### config.mk
export PLATFORM = sky130hd
export DESIGN_NAME = strm_ctrl
export DESIGN_NICKNAME = d
export VERILOG_FILES = /design/src/design/assert_macros.svh /design/src/design/strm_pkg.sv /design/src/design/strm_ctrl.sv
export SDC_FILE = /design/constraint.sdc
export NUM_CORES = 1
export LEC_CHECK = 0
export ABC_AREA = 0
export BUFFER_PORTS_ARGS = -buffer_cell sky130_fd_sc_hd__buf_2
export CORE_AREA = 2 2 39 41
export CTS_BUF_LIST = sky130_fd_sc_hd__clkbuf_8
export DETAILED_ROUTE_END_ITERATION = 16
export DIE_AREA = 0 0 41 43
export PLACE_DENSITY = 0.48
export SLEW_MARGIN = 20
export SYNTH_ARGS = -nofsm -noshare
export SYNTH_HDL_FRONTEND = slang
export SYNTH_SLANG_ARGS = --single-unit
### constraint.sdc
create_clock -name clk -period 0.8 [get_ports clk]
set_input_delay 0.04 -clock clk [delete_from_list [all_inputs] [get_ports clk]]
set_output_delay 0.04 -clock clk [all_outputs]
set_load 0.02 [all_outputs]
### src/design/assert_macros.svh
// Assertion helper macros for the sparse table range-minimum block.
// Included by the files that carry concurrent assertions; no other dependencies.
`ifndef ASSERT_MACROS_SVH
`define ASSERT_MACROS_SVH

// Clocked implication check, disabled while reset is low.
`define ASSERT_CLK(label, clk, rst_n, prop, msg) \
  label: assert property (@(posedge clk) disable iff (!rst_n) prop) else $error(msg);

// Expression that must never be true at a clock edge outside reset.
`define ASSERT_NEVER(label, clk, rst_n, expr, msg) \
  label: assert property (@(posedge clk) disable iff (!rst_n) !(expr)) else $error(msg);

`endif

### src/design/strm_pkg.sv
// Shared types and constants for the sparse table range-minimum block.
// Used by the controller, the datapath and the top level; no dependencies.
`timescale 1ns / 1ps

package strm_pkg;

  localparam int IDX_W    = 10;   // query index and output position width
  localparam int KEY_IN_W = 32;   // key port width
  localparam int LOG_W    = 4;    // floor log2 of a range length up to 2^IDX_W

  localparam int MAX_ELEMENTS_DEF = 1024;
  localparam int LEVELS_DEF       = 11;
  localparam int KEY_WIDTH_DEF    = 32;

  localparam logic OP_LOAD  = 1'b0;
  localparam logic OP_QUERY = 1'b1;

  // Commands from the controller to the datapath.
  typedef struct packed {
    logic load;        // store the key at the next position
    logic build_init;  // start the build at level 1
    logic next_level;  // advance to the next level
    logic elem_rd;     // read the two lower-level entries of the current element
    logic elem_wr;     // write the merged entry, step to the next element
    logic finish;      // mark the table as built
    logic query;       // read the two blocks of a query, check the range
    logic emit;        // register the query word onto the result ports
  } ctl_cmd_t;

  // Status from the datapath to the controller.
  typedef struct packed {
    logic level_ok;    // current level exists and its span fits the count
    logic elem_ok;     // current element of the level fits the count
  } ctl_stat_t;

endpackage

### src/design/strm_ctrl.sv
// Sequencer for loads, table build and queries.
// Depends on strm_pkg for the command and status structs and op codes.
`timescale 1ns / 1ps

module strm_ctrl (
  input  logic                 clk,
  input  logic                 rst_n,
  input  logic                 start,
  input  logic                 in_op,
  input  logic                 in_last,
  input  strm_pkg::ctl_stat_t  stat,
  output strm_pkg::ctl_cmd_t   cmd,
  output logic                 busy
);

  localparam logic [1:0] S_IDLE = 2'd0;
  localparam logic [1:0] S_QOUT = 2'd1;  // query data back from RAM
  localparam logic [1:0] S_BCHK = 2'd2;  // build: check level / element, issue reads
  localparam logic [1:0] S_BWR  = 2'd3;  // build: write merged entry

  logic [1:0] state_r;
  logic [1:0] state_nxt;

  always_comb begin
    cmd       = '0;
    state_nxt = state_r;
    unique case (state_r)
      S_IDLE: begin
        if (start) begin
          if (in_op == strm_pkg::OP_LOAD) begin
            cmd.load = 1'b1;
            if (in_last) begin
              cmd.build_init = 1'b1;
              state_nxt      = S_BCHK;
            end
          end else begin
            cmd.query = 1'b1;
            state_nxt = S_QOUT;
          end
        end
      end
      S_QOUT: begin
        cmd.emit  = 1'b1;
        state_nxt = S_IDLE;
      end
      S_BCHK: begin
        priority if (!stat.level_ok) begin
          cmd.finish = 1'b1;
          state_nxt  = S_IDLE;
        end else if (stat.elem_ok) begin
          cmd.elem_rd = 1'b1;
          state_nxt   = S_BWR;
        end else begin
          cmd.next_level = 1'b1;
        end
      end
      S_BWR: begin
        cmd.elem_wr = 1'b1;
        state_nxt   = S_BCHK;
      end
      default: begin
        state_nxt = S_IDLE;
      end
    endcase
  end

  always_ff @(posedge clk) begin
    if (!rst_n) begin
      state_r <= S_IDLE;
    end else begin
      state_r <= state_nxt;
    end
  end

  assign busy = (state_r != S_IDLE);

endmodule

Word level (Yosys, flattened, before mapping)
Cells that the tools add are included.
{"block": "totals", "register_bits": 2, "inputBits": 7, "wordCells": 31}
{"block": "op_classes", "n_reduce_logical": 3, "n_eq_ne": 6, "muxes": 21}
{"op": "$mux 2", "n": 10}
{"op": "$mux 1", "n": 10}
{"op": "$pmux 2 s4", "n": 1}
{"op": "$ne 3x3->1 const B", "n": 2}
{"op": "$eq 2x2->1 const B", "n": 2}
{"op": "$reduce_and 3->1", "n": 1}
{"op": "$eq 2x1->1 const B", "n": 1}
{"op": "$logic_not 2->1", "n": 1}
{"op": "$ne 2x2->1 const B", "n": 1}
{"op": "$reduce_bool 2->1", "n": 1}

Logic depth before layout (Yosys ltp)
{"block": "logic_depth", "word_depth": 4, "mapped_depth": 2, "ltp_nobuf": 2}

Worst setup path after synthesis
OpenSTA, ideal clock, no wires.
{"block": "synth_timing", "kind": "flip-flop to output port", "from": "reg state_r[1]", "to": "out cmd[5] in the netlist's numbering", "path_slack_ns": -0.373, "t_arrival_ns": 1.133, "required_time_ns": 0.760, "path_stages_with_launch": 2, "path_buffers": 0, "cell_sequence": "dfxtp_1 > nor4bb_1"}
{"element": "start, declared", "line": "strm_ctrl.sv:21", "source": "logic [1:0] state_r;"}
{"element": "start signal, assigned", "line": "strm_ctrl.sv:71", "source": "state_r <= state_nxt;"}
{"element": "end, declared", "line": "strm_ctrl.sv:12", "source": "output strm_pkg::ctl_cmd_t cmd,"}

==> results.ini <==
[final_layout]
reg.largest.list = state_r x2
regMostFlops = state_r
area_growth_pct = 172
nNetsFinal = 51
largest_reg_flops = 2
fillers = 156
layout-drive-gt1-share_pct = 83.3
fin_cells = 58
antennaDiodeCount = 0
final_area_um2 = 455
utilization_pct = 32.9

[pwr]
p_comb_share_pct = 25.2
power.internal_mw = 0.512
power_density_mw_per_mm2 = 1470
swShare_pct = 23.6
seq_power_share_pct = 16.4
ir_drop_mv = 0.856
clockPowerShare_pct = 58.4
p_sw_mw = 0.158
p_leak_nw = 0.222

[timing]
skew_ns = 0.00219
hold_violations = 0
fin_setup_tns_ns = -3.00
worst_slew_pin_slew_ns = 0.267
max-slew-margin-rel_pct = 82.1
worst_slack_ns = -0.385
finalSetupViolCount = 11
post-route-period-util_pct = 148
fmax_mhz = 844
report.final.slew_viol_count = 0
fin_crit_ns = 1.18
rsz0062_at_grt = yes

[setup_path]
critPathTopFamily = simple AND/OR/NAND/NOR gates
path_cells = nor4b_4 > and2_4 > buf_6
cp_num_cells = 3
reg2regPathDepth = 4
slowest_stage = dfxtp_2
max_stage_delay_ns = 0.33
r2r_setup_slack_ns = -0.24
r2r-start = state_r[0]
crit_required_ns = 0.76
critPathLaunchType = flip-flop
critPathArrivalTime_ns = 1.14
worst-path-buf-inv = 1
timing.rr.end = state_r[1]
crit_type = reg2out
crit_start = state_r[0]
endpoint_kind = output port
worst-path-max-fanout = 3
endpoint = cmd[6]

[clock_network]
cts_hold_buf = 0
insertion_delay_ns = 0.21
h-tree-depth = 1
cts.sinks = 2
clockBufferDepth = 2
cts_tree = done
cts_buffers = 3
clk_pin_slew_worst_paths_ns = 0.03
cts_root_buf = clkbuf_8

[drt]
first_pass_iters = 1
viasPerCell = 3.95
detail-route-antenna-nets = 0
drtIter0Drc = 0
drt-wirelength-per-cell_um = 10.5
wl_um = 609
vias = 229
drc = 0

[synthesis]
ys.warnings.count = 0
synth_top_cells_by_area = dfxtp_1, nor4b_4, and2_1
synthesis.nets = 25
synthArstFlopShare_pct = 0
synth.largest_area_cell = dfxtp_1
ys_seq_elements = 2
netlist_instances = 18
synth_cell_types = 16
synth_edf_count = 0
synthTopCellsByCount = and2_1, dfxtp_1
postSynthAreaPerCell_um2 = 9.31
yosys.area.top_type_share_pct = 23.9
ys.flop_type = dfxtp_1
yosysSeqAreaShare_pct = 23.9
synth_area_um2 = 168

[grt]
grt_pass1_vias = 262
grt_max_degree = 9
grt-ovfl-total = 0
antenna_found_initial = 0
grt_pass1_wl_um = 993
gr-usage-all-layers_pct = 8.81

[floorplan]
chipWidth_um = 41
core_area_mm2 = 0.00138
ios = 16
rows = 14
die_h_um = 43
dieArea_mm2 = 0.00176
start_util_pct = 12.1

[run_status]
violations = setup timing
status = complete, but fails checks

[flow_run]
cap_violations = 0

[placed_design]
place_congestion = 0.698
port-buffer-count = 15
place_inst = 51
detailed_place.area_um2 = 297
dp_slack_ns = -0.246
dpl.hpwl_um = 401

[worst_hold_path]
hp-class = in2reg
holdPathStages = 2

-- timing repair --
item | in CTS | in global routing
gates resized for setup | 19 | 5
setup buffers | 4 | 0
endpoints found under the setup margin | 11 | 11
pin swaps | 6 | 1
-- cells by family after synthesis --
logic type / synth area share (%)
AOI/OAI and AO/OA: 14.2
DFF: 23.9
and+or+nand+nor: 61.9
-- cell type report --
class                      count  area, um^2  share of cell area, %
multi-input combinational     16         179                   39.3
timing repair buffer          21         170                   37.4
sequential                     2        45.0                   9.89
clock buffer                   3        41.3                   9.07
tap                           16        20.0                   4.40
-- worst min-delay path by stage --
stage	start	end	slack, ns
floorplan	in_op	cmd[7]	0.12
detailed placement	in_last	state_r[1]	0.29
global route	rst_n	state_r[0]	0.1
global placement	in_last	state_r[1]	0.29
finish	in_last	state_r[1]	0.08
CTS	in_last	state_r[1]	0.07
-- cells in the final DEF, fill, tap and decap left out, types with 2 or more instances in the layout --
master,n
buf_2,7
clkbuf_8,3
buf_6,8
buf_4,6
and2_4,2
-- metrics by stage --
step | hold WS (ns) | power [mW]
final | 0.0802 | 0.670
after global routing | 0.0965 | 0.707
after CTS | 0.0732 | 0.675
after detailed placement | 0.290 | 0.230
after global placement | 0.294 | 0.231
after floorplan | 0.122 | 0.178
-- layer usage --
metal / wire, um / vias up / share of wire, % / GRT usage, %
met3: 87 / 0 / 14 / 5.24
met4: 0 / 0 / 0 / 6.00
li1: - / 117 / - / -
met2: 272 / 18 / 45 / 12.8
met5: 0 / - / 0 / 0
met1: 250 / 94 / 41 / 8.92
-- power groups by stage --
stage / logic, mW / clock network [mW] / registers, mW
2_1_floorplan: 0.0620 / 0 / 0.116
3_3_place_gp: 0.116 / 0 / 0.114
3_5_place_dp: 0.116 / 0 / 0.114
4_1_cts: 0.157 / 0.409 / 0.110
5_1_grt: 0.183 / 0.414 / 0.110
6_report: 0.169 / 0.391 / 0.110
-- worst register-to-register path: cells and delay by family (launching register included) --
family | cells | cell delay [ns]
compound gates | 2 | 0.36
buf+inv | 2 | 0.24
flops | 1 | 0.33
No activity file was read; power rests on OpenSTA's default activity.
